--- src/rtl/apt2d_pkg.sv ---
`timescale 1ns / 1ps
// ----------------------------------------------------------------------------
// apt2d_pkg
// Shared widths, types and register indexes of the 2-D affine point transform.
// ----------------------------------------------------------------------------
package apt2d_pkg;

  localparam int VEC_LEN        = 3;
  localparam int COORD_WIDTH    = 16;
  localparam int COEF_WIDTH     = 24;
  localparam int COEF_FRAC_BITS = 16;
  localparam int OUT_WIDTH      = 24;
  localparam int NUM_REGS       = 6;

  localparam int PROD_WIDTH = COORD_WIDTH + COEF_WIDTH;
  localparam int RND_WIDTH  = PROD_WIDTH + 1 - COEF_FRAC_BITS;
  localparam int SUM_WIDTH  = RND_WIDTH + 2;

  localparam int APB_DATA_WIDTH = 32;
  localparam int APB_ADDR_WIDTH = 5;
  localparam int REG_IDX_WIDTH  = 3;

  typedef logic signed [COORD_WIDTH-1:0] coord_t;
  typedef logic signed [COEF_WIDTH-1:0]  coef_t;
  typedef logic signed [PROD_WIDTH-1:0]  prod_t;
  typedef logic signed [RND_WIDTH-1:0]   rnd_t;
  typedef logic signed [SUM_WIDTH-1:0]   sum_t;
  typedef logic signed [OUT_WIDTH-1:0]   out_t;

  localparam logic signed [PROD_WIDTH:0] ROUND_HALF =
    (PROD_WIDTH+1)'(64'sd1 <<< (COEF_FRAC_BITS - 1));
  localparam sum_t SUM_HI = SUM_WIDTH'((64'sd1 <<< (OUT_WIDTH - 1)) - 64'sd1);
  localparam sum_t SUM_LO = SUM_WIDTH'(-(64'sd1 <<< (OUT_WIDTH - 1)));
  localparam out_t OUT_HI = OUT_WIDTH'((64'sd1 <<< (OUT_WIDTH - 1)) - 64'sd1);
  localparam out_t OUT_LO = OUT_WIDTH'(-(64'sd1 <<< (OUT_WIDTH - 1)));

  localparam coef_t COEF_ONE = COEF_WIDTH'(64'sd1 <<< COEF_FRAC_BITS);

  typedef enum logic [REG_IDX_WIDTH-1:0] {
    REG_COEF_XX = 3'd0,
    REG_COEF_XY = 3'd1,
    REG_COEF_YX = 3'd2,
    REG_COEF_YY = 3'd3,
    REG_TRANS_X = 3'd4,
    REG_TRANS_Y = 3'd5
  } reg_idx_t;

endpackage

--- src/rtl/apt2d_merge.sv ---
`timescale 1ns / 1ps
// ----------------------------------------------------------------------------
// apt2d_merge
// Sums the rounded lane products per axis and clamps to the output width.
// ----------------------------------------------------------------------------
module apt2d_merge import apt2d_pkg::*; (
  input  logic clk,
  input  logic en,
  input  rnd_t rnd_x [VEC_LEN],
  input  rnd_t rnd_y [VEC_LEN],
  output out_t x_out,
  output out_t y_out,
  output logic saturated
);

  sum_t sum_x;
  sum_t sum_y;
  out_t x_next;
  out_t y_next;
  logic sat_x;
  logic sat_y;

  always_comb begin
    sum_x = '0;
    sum_y = '0;
    for (int k = 0; k < VEC_LEN; k++) begin
      sum_x = sum_x + SUM_WIDTH'(rnd_x[k]);
      sum_y = sum_y + SUM_WIDTH'(rnd_y[k]);
    end

    sat_x  = 1'b1;
    if (sum_x > SUM_HI) begin
      x_next = OUT_HI;
    end else if (sum_x < SUM_LO) begin
      x_next = OUT_LO;
    end else begin
      x_next = OUT_WIDTH'(sum_x);
      sat_x  = 1'b0;
    end

    sat_y  = 1'b1;
    if (sum_y > SUM_HI) begin
      y_next = OUT_HI;
    end else if (sum_y < SUM_LO) begin
      y_next = OUT_LO;
    end else begin
      y_next = OUT_WIDTH'(sum_y);
      sat_y  = 1'b0;
    end
  end

  always_ff @(posedge clk) begin
    if (en) begin
      x_out     <= x_next;
      y_out     <= y_next;
      saturated <= sat_x | sat_y;
    end
  end

endmodule

--- config.mk ---
export PLATFORM = sky130hd
export DESIGN_NAME = apt2d_merge
export DESIGN_NICKNAME = d
export VERILOG_FILES = /design/src/rtl/apt2d_pkg.sv /design/src/rtl/apt2d_merge.sv
export SDC_FILE = /design/constraint.sdc
export NUM_CORES = 1
export LEC_CHECK = 0
export BUFFER_PORTS_ARGS = -buffer_cell sky130_fd_sc_hd__buf_2
export CAP_MARGIN = 5
export CELL_PAD_IN_SITES_DETAIL_PLACEMENT = 1
export CELL_PAD_IN_SITES_GLOBAL_PLACEMENT = 2
export CORE_AREA = 2 2 151 123
export DETAILED_ROUTE_END_ITERATION = 10
export DIE_AREA = 0 0 153 125
export PLACE_DENSITY_LB_ADDON = 0.1
export SKIP_LAST_GASP = 1
export SLEW_MARGIN = 40
export SYNTH_ARGS = -nofsm -noshare
export SYNTH_HDL_FRONTEND = slang
export SYNTH_SLANG_ARGS = --single-unit
--- constraint.sdc ---
create_clock -name clk -period 3.9 [get_ports clk]
set_input_delay 0.195 -clock clk [delete_from_list [all_inputs] [get_ports clk]]
set_output_delay 0.195 -clock clk [all_outputs]
set_load 0.1 [all_outputs]
==> run metrics <==
status completed; most common flop cell mapped by yosys edfxtp_1; Placed Cells 937; sw frac 55.8%; Max Cap Viol 0; I/O Buffers 200; Via density 5.01; Die Width 153 um; RSZ-0062 raised after global routing false; vias in the first global route 5095; Post-Synthesis Cells 509; CP delay by family, top compound AO/OA/AOI/OAI gates; Num CTS Buffers 5; Yosys reg bits 49; Synth cell types 57; Area growth syn-to-layout 28.1%; CP startpoint kind primary input; Final Critical Period 3.61 ns; Yosys top cell by area edfxtp_1; CP peak stage delay 0.51 ns; num rows 44; Crit Path Class in2reg; area fraction of the dominant cell type after synthesis 27.3%; sequential cell area fraction in the yosys report 27.3%; Crit path required time 4.04 ns; Worst Hold Class in2reg; largest net degree at the start of global routing 50; hold buffers post-CTS 0; Post-CTS Resized 0; slowest CP cell a2111oi_4; first-pass GRT wire length 25.9 mm; Logic pwr share 67.5%; Leak Pwr 2.99 nW; top cells by area, synth edfxtp_1 27%, fa_1 19%, ha_1 12%, a21oi_1 4.7%, o21ai_1 3.5%; Die Height 125 um; Critical Path AT 3.75 ns; Max Freq 277 MHz; GRT Total Usage 16.4%; Routed WL 15.6 mm; worst path cell trace buf_2 -> fa_1 -> ha_1 -> fa_1 -> a211oi_2 -> o21bai_2 -> a211oi_2 -> or2_2 -> o21ai_1 -> a2111oi_4 -> a31oi_2 -> buf_4 -> o21ai_1; core box area 17800 um^2; full die area 19100 um^2; ANT nets after route 0; dpl ws -0.00605 ns; fin nets 968; GP Congestion 0.772; CTS root buffer clkbuf_16; Max Root-Sink Buffers 2; Crit Path Max Fanout 19; Finish-stage setup viols 0; antenna violations before repair 0; via count 4736; routed len/inst 16.5 um; mapped cell area 5390 um^2; clock transition at the registers of the reported paths 0.07 ns; Clk pwr share 12.7%; TritonCTS clock tree yes; final worst-path cycle share 92.6%; overall power 4.54 mW; EDFF count, synth 49; Bufs and invs on worst path 2; Yosys warnings 0; drt first pass iters 4; slew margin rel. 54.0%; DP HPWL 13.3 mm; Pwr Density 657 nW/um^2; cell internal pwr 2.01 mW; clock sinks 49; n_diodes 0; Seq pwr share 19.7%; max-slew violations 0; layout cell share with drive strength beyond 1 33.0%; final hold vios 0; # IOs 201; Mapped Nets 763; Worst-Margin Slew 0.685 ns; initial detailed-routing violation count 190; fin worst setup slack 0.290 ns; syn_area_per_cell 10.6 um^2; DR DRC count 0; post-CTS setup buffers 0; fin cells 945; remaining global-route overflow 0; CP Capture Type flip-flop; Synth async-reset ratio 0%; Net Switching 2.54 mW; H-tree depth 2; initial core utilization 30.3%; Worst VDD drop 317 uV
==> layout by cell type (no fill, tap or decap), drive strengths merged, types with 3 or more instances in the layout <==
cell    count
buf       209
a21oi      55
fa         52
o21ai      52
ha         50
edfxtp     49
nand2      31
nor2       20
xor2       20
xnor2      19
inv        18
a21o       14
o21a       13
o21bai     12
nand4       9
o211ai      9
a211oi      8
nand3       6
nor4        5
nor3        5
clkbuf      5
o31ai       5
and3        4
nor2b       4
o221ai      4
and4        3
nand2b      3
a31oi       3
==> state kept, by name (all words and copies together), names as in the netlist <==
register   flops
saturated      1
x_out         24
y_out         24
==> synth_stat cells (4+ instances only) <==
cell type / number
o21bai_1: 11
xnor2_1: 18
o211ai_1: 9
o221ai_1: 4
ha_1: 50
a21o_1: 14
o31ai_1: 4
nor4_1: 5
inv_1: 17
xor2_1: 20
buf_2: 6
edfxtp_1: 49
and3_1: 4
clkbuf_1: 4
a211oi_1: 5
nor2_1: 20
fa_1: 52
nor3_1: 5
a21oi_1: 51
nor2b_1: 4
nand3_1: 6
o21ai_0: 14
o21a_1: 13
o21ai_1: 38
nand4_1: 9
nand2_1: 31
==> area by class of cell <==
type,instances,area (um^2)
timing repair buffer,209,1080
multi-input combinational,432,3810
clock inverter,3,68.8
inverter,17,63.8
sequential,49,1470
clock buffer,5,125
fill,2098,10900
tap,230,288
==> path summary, 6_finish.rpt <==
path | startpoint | end | slack [ns] | depth (start not counted)
hold / removal | rnd_x[50] | x_out[0] | 0.39 | 3
setup / recovery | rnd_y[1] | y_out[5] | 0.29 | 13
==> through the flow <==
step	util (%)	hold slack, ns	instance area (um^2)	setup TNS [ns]
after floorplan	-	0.307	5390	0
after global placement	37.7	0.689	6710	0
after detailed placement	37.8	0.709	6710	-0.00605
after CTS	38.8	0.395	6910	0
after global routing	38.8	0.409	6910	0
final	38.8	0.390	6910	0
==> power groups by stage <==
stage | Clock (mW) | Combinational [mW] | Sequential, mW
after floorplan | 0 | 1.17 | 2.13
after global placement | 0 | 3.04 | 0.916
after detailed placement | 0 | 3.08 | 0.914
after CTS | 0.596 | 3.09 | 0.904
after global routing | 0.609 | 3.30 | 0.914
final | 0.579 | 3.07 | 0.896
==> cell families after synthesis <==
family	Yosys count	synth area share [%]
AO/OA/AOI/OAI	191	23.7
adder cells (fa/ha/maj)	102	30.9
AND/OR/NAND/NOR	100	9.40
flip-flops	49	27.3
XOR/XNOR	39	6.47
buffers and inverters	28	2.23
==> metal layers <==
| layer | track usage, % | wire, um |
|---|---|---|
| met1 | 24.4 | 7930 |
| met2 | 26.0 | 6850 |
| met4 | 2.12 | 106 |
| met3 | 2.53 | 718 |
| met5 | 0 | 0 |
No activity file was read; power rests on OpenSTA's default activity.
