==> src/rtl/apt2d_pkg.sv <==
`timescale 1ns / 1ps
// ----------------------------------------------------------------------------
// apt2d_pkg
// Shared widths, types and register indexes of the 2-D affine point transform.
// ----------------------------------------------------------------------------
package apt2d_pkg;

  localparam int VEC_LEN        = 3;
  localparam int COORD_WIDTH    = 16;
  localparam int COEF_WIDTH     = 24;
  localparam int COEF_FRAC_BITS = 16;
  localparam int OUT_WIDTH      = 24;
  localparam int NUM_REGS       = 6;

  localparam int PROD_WIDTH = COORD_WIDTH + COEF_WIDTH;
  localparam int RND_WIDTH  = PROD_WIDTH + 1 - COEF_FRAC_BITS;
  localparam int SUM_WIDTH  = RND_WIDTH + 2;

  localparam int APB_DATA_WIDTH = 32;
  localparam int APB_ADDR_WIDTH = 5;
  localparam int REG_IDX_WIDTH  = 3;

  typedef logic signed [COORD_WIDTH-1:0] coord_t;
  typedef logic signed [COEF_WIDTH-1:0]  coef_t;
  typedef logic signed [PROD_WIDTH-1:0]  prod_t;
  typedef logic signed [RND_WIDTH-1:0]   rnd_t;
  typedef logic signed [SUM_WIDTH-1:0]   sum_t;
  typedef logic signed [OUT_WIDTH-1:0]   out_t;

  localparam logic signed [PROD_WIDTH:0] ROUND_HALF =
    (PROD_WIDTH+1)'(64'sd1 <<< (COEF_FRAC_BITS - 1));
  localparam sum_t SUM_HI = SUM_WIDTH'((64'sd1 <<< (OUT_WIDTH - 1)) - 64'sd1);
  localparam sum_t SUM_LO = SUM_WIDTH'(-(64'sd1 <<< (OUT_WIDTH - 1)));
  localparam out_t OUT_HI = OUT_WIDTH'((64'sd1 <<< (OUT_WIDTH - 1)) - 64'sd1);
  localparam out_t OUT_LO = OUT_WIDTH'(-(64'sd1 <<< (OUT_WIDTH - 1)));

  localparam coef_t COEF_ONE = COEF_WIDTH'(64'sd1 <<< COEF_FRAC_BITS);

  typedef enum logic [REG_IDX_WIDTH-1:0] {
    REG_COEF_XX = 3'd0,
    REG_COEF_XY = 3'd1,
    REG_COEF_YX = 3'd2,
    REG_COEF_YY = 3'd3,
    REG_TRANS_X = 3'd4,
    REG_TRANS_Y = 3'd5
  } reg_idx_t;

endpackage

==> src/rtl/apt2d_lane.sv <==
`timescale 1ns / 1ps
// ----------------------------------------------------------------------------
// apt2d_lane
// One vector element: two products against its matrix row, each rounded.
// ----------------------------------------------------------------------------
module apt2d_lane import apt2d_pkg::*; (
  input  logic   clk,
  input  logic   en_mul,
  input  logic   en_rnd,
  input  coord_t coord,
  input  coef_t  coef_x,
  input  coef_t  coef_y,
  output rnd_t   rnd_x,
  output rnd_t   rnd_y
);

  prod_t prod_x;
  prod_t prod_y;
  logic signed [PROD_WIDTH:0] bias_x;
  logic signed [PROD_WIDTH:0] bias_y;

  always_ff @(posedge clk) begin
    if (en_mul) begin
      prod_x <= PROD_WIDTH'(coord) * PROD_WIDTH'(coef_x);
      prod_y <= PROD_WIDTH'(coord) * PROD_WIDTH'(coef_y);
    end
  end

  // floor(p + 0.5): add half an lsb, arithmetic shift
  always_comb begin
    bias_x = (PROD_WIDTH+1)'(prod_x) + ROUND_HALF;
    bias_y = (PROD_WIDTH+1)'(prod_y) + ROUND_HALF;
  end

  always_ff @(posedge clk) begin
    if (en_rnd) begin
      rnd_x <= RND_WIDTH'(bias_x >>> COEF_FRAC_BITS);
      rnd_y <= RND_WIDTH'(bias_y >>> COEF_FRAC_BITS);
    end
  end

endmodule

==> config.mk <==
export PLATFORM = sky130hd
export DESIGN_NAME = apt2d_lane
export DESIGN_NICKNAME = d
export VERILOG_FILES = /design/src/rtl/apt2d_pkg.sv /design/src/rtl/apt2d_lane.sv
export SDC_FILE = /design/constraint.sdc
export NUM_CORES = 2
export LEC_CHECK = 0
export ABC_AREA = 1
export BUFFER_PORTS_ARGS = -buffer_cell sky130_fd_sc_hd__buf_2
export CAP_MARGIN = 20
export CORE_ASPECT_RATIO = 2
export CORE_MARGIN = 2
export CORE_UTILIZATION = 60
export CTS_CLUSTER_SIZE = 30
export DETAILED_ROUTE_END_ITERATION = 10
export PLACE_DENSITY = 0.89
export REMOVE_ABC_BUFFERS = 1
export SLEW_MARGIN = 30
export SYNTH_ARGS = -nofsm -noshare
export SYNTH_HDL_FRONTEND = slang
export SYNTH_SLANG_ARGS = --single-unit
==> constraint.sdc <==
create_clock -name clk -period 10.7 [get_ports clk]
set_input_delay 0 -clock clk [delete_from_list [all_inputs] [get_ports clk]]
set_output_delay 0 -clock clk [all_outputs]
set_load 0.02 [all_outputs]
==> results.toml <==
[route]
vias_per_cell = 5.42
drcViolationCount = 0
drt_first_iter_violations = 2109
finalWirelength_mm = 84.8
drt_first_pass_iters = 9
vias = 26173
ant_nets = 0
drt-wirelength-per-cell_um = 17.6

[synth]
yosys.area.top_type = "fa_1"
synth.avg_cell_area_sq_um = 7.97
synth_seq_area_share_pct = 9.04
synth_compound_area_share_pct = 2.69
synthCells = 4167
syn-cell-area_sq_um = 33200
synth_top_area_share_pct = 45.0
synth_fa_ha_area_share_pct = 52.2
ys_async_sr_fraction_pct = 0
synth_top_family_by_area = "adder cells"
synthFlopType = "edfxtp_1"
synth-simple-area-share_pct = 17.2
synth-edff-count = 100
synth_area_leaders = "fa_1 45%, inv_1 15%, nand2_1 12%"
synth_xor_area_share_pct = 2.37
muxShareOfSynthArea_pct = 0
synth_seq_cells = 100
ys_types = 36
yosysMostFrequentCell = "inv_1"
synthTopCellsByCount = "1,289 x inv_1, 1,080 x nand2_1, 746 x fa_1, 194 x nor2_1, 192 x ha_1"
synth-warning-count = 0

[worst_setup_path]
cp.required_ns = 10.84
reg2reg_setup_slack_ns = 8.70
crit_arrival_ns = 5.99
critPathTopFamily = "adder cells"
worst_r2r_endpoint = "rnd_y[24]"
slowest_stage = "fa_1"
end_kind = "flip-flop"
slowest_delay_ns = 0.73
cpMostUsedCell = "fa_1"
path_cells = "buf_2 -> buf_4 -> nand2_1 -> fa_1 -> inv_1 -> fa_1 -> inv_1 -> fa_1 -> fa_1 -> inv_1 -> fa_1 -> fa_1 -> ha_1 -> inv_1 -> nor3_1 -> nand2_1 -> nor2_1 -> nand4_1 -> nand4_1 -> nand2_1"
critPathBufInv = 6
ff2ff_path_depth = 6
rr_startpoint = "prod_y[17]"
cp_max_fo = 48
crit_type = "input port to flip-flop"
start_kind = "input port"

[cts]
cts.clk_slew.worst_paths_ns = 0.07
cts_tree = "yes"
clkLatencyLatePin_ns = 0.38
htree_levels = 3
cts_resized = 0
cts.path.max_buffers = 2
cts_made_buffers = 9
cts_root_buf = "clkbuf_16"
postCtsHoldBufs = 0
post-cts-setup-buffer-count = 0
numClockSinks = 100

[cells_and_area]
area_growth_pct = 3.67
fillerInstances = 4412
fin_util_pct = 62.6
antenna_cells = 0
layout-drive-gt1-share_pct = 4.29
fin_nets = 5150
fin_area_sq_um = 34400

[job]
maxCapViolations = 0

[grt]
grt_max_degree = 51
grt_usage_pct = 31.5
grt_pass1_vias = 29242
grt_overflow_total = 0
antenna_found_initial = 1
grt_pass1_wl_mm = 142

[sta]
fin_crit_ns = 5.85
period_share_pct = 54.7
fin_worst_skew_ns = 0.00813
hold_viol_final = 0
rsz0062_at_grt = "false"
setup_viol = 0
fmax_mhz = 171
slew_violations = 0
whs_ns = 0.170
tightestPinTransition_ns = 0.827
fin_tns_setup_ns = 0
relSlewSlack_pct = 44.8

[placed_design]
place_hpwl_mm = 67.7
io_buffer_count = 116
post_dp_cell_area_sq_um = 34100
place_congestion = 0.948

[run_status]
status = "completed"

[die]
initial_core_util_pct = 60.4
ioPinCount = 117
die_w_um = 170
rows = 122
dieArea_sq_um = 57300
core_sq_um = 55000
die_y_um = 337

[min_path]
hp-class = "input port to flip-flop"
worstHoldEndpoint = "rnd_x[18]"
whs_path_depth = 1
min_from = "en_rnd"
[placed cells by master, fill, tap and decap left out, types with 4 or more instances in the layout]
cell type | Yosys | final
o21ai_0 | 41 | 41
o21a_1 | 11 | 11
or2_2 | 10 | 10
nor2_2 | 5 | 5
nand2_1 | 1080 | 1080
xnor2_1 | 30 | 30
clkbuf_16 | 0 | 9
nand3b_1 | 4 | 4
nand4_1 | 20 | 20
xor2_1 | 60 | 60
nor2_1 | 194 | 194
fa_1 | 746 | 746
buf_2 | 2 | 113
edfxtp_1 | 100 | 100
ha_1 | 192 | 192
nand3_1 | 66 | 66
nor2_4 | 6 | 6
a21o_1 | 10 | 10
nor4_1 | 8 | 8
o21bai_1 | 9 | 9
nor3_1 | 21 | 21
inv_1 | 1289 | 1288
buf_4 | 0 | 18
a21oi_1 | 79 | 79
nand3_2 | 4 | 4
[stage by stage]
| stage | worst slack, ns | cells |
|---|---|---|
| final | 4.85 | 4831 |
| after global routing | 4.51 | 4831 |
| after CTS | 4.90 | 4831 |
| after detailed placement | 4.50 | 4816 |
| after global placement | 4.41 | 4816 |
| after floorplan | 5.40 | 4003 |
[cells by family (layout without fill, tap and decap cells)]
| group | Yosys count | after routing |
|---|---|---|
| simple gates | 1427 | 1427 |
| flops | 100 | 100 |
| fa+ha+maj | 938 | 938 |
| compound gates | 159 | 159 |
| buf+inv | 1453 | 1435 |
| xor+xnor | 90 | 90 |
[registers in the layout (all words and copies together), names as in the netlist]
name    cells
prod_x     25
rnd_x      25
rnd_y      25
prod_y     25
[per-layer routing]
| metal | global-route usage [%] | vias up | share of wire [%] |
|---|---|---|---|
| li1 | - | 11663 | - |
| met1 | 38.0 | 12742 | 36 |
| met2 | 54.7 | 1428 | 50 |
| met3 | 6.51 | 338 | 9.5 |
| met4 | 13.6 | 2 | 4.6 |
| met5 | 0 | - | 0.015 |
[worst max path at each step]
stage	from	end	depth (start not counted)
CTS	coord[4]	prod_x[38]	20
finish	coord[4]	prod_x[38]	20
global route	coord[4]	prod_x[38]	20
floorplan	coord[15]	prod_x[25]	22
global placement	coord[2]	prod_x[25]	24
detailed placement	coord[4]	prod_x[38]	20
[cell type report]
cell class                      count  area (sq um)  share of cell area, %
Clock inverter                      6          57.6                  0.167
Inverter                         1289          4840                   14.1
Timing Repair Buffer              131           701                   2.04
Clock buffer                        9           225                  0.654
Multi-Input combinational cell   2614         24700                   71.9
Tap cell                          682           853                   2.48
Sequential cell                   100          3000                   8.73
Power is not shown: default switching activity piles up to over one toggle a cycle in this logic, so the estimate is an artifact.
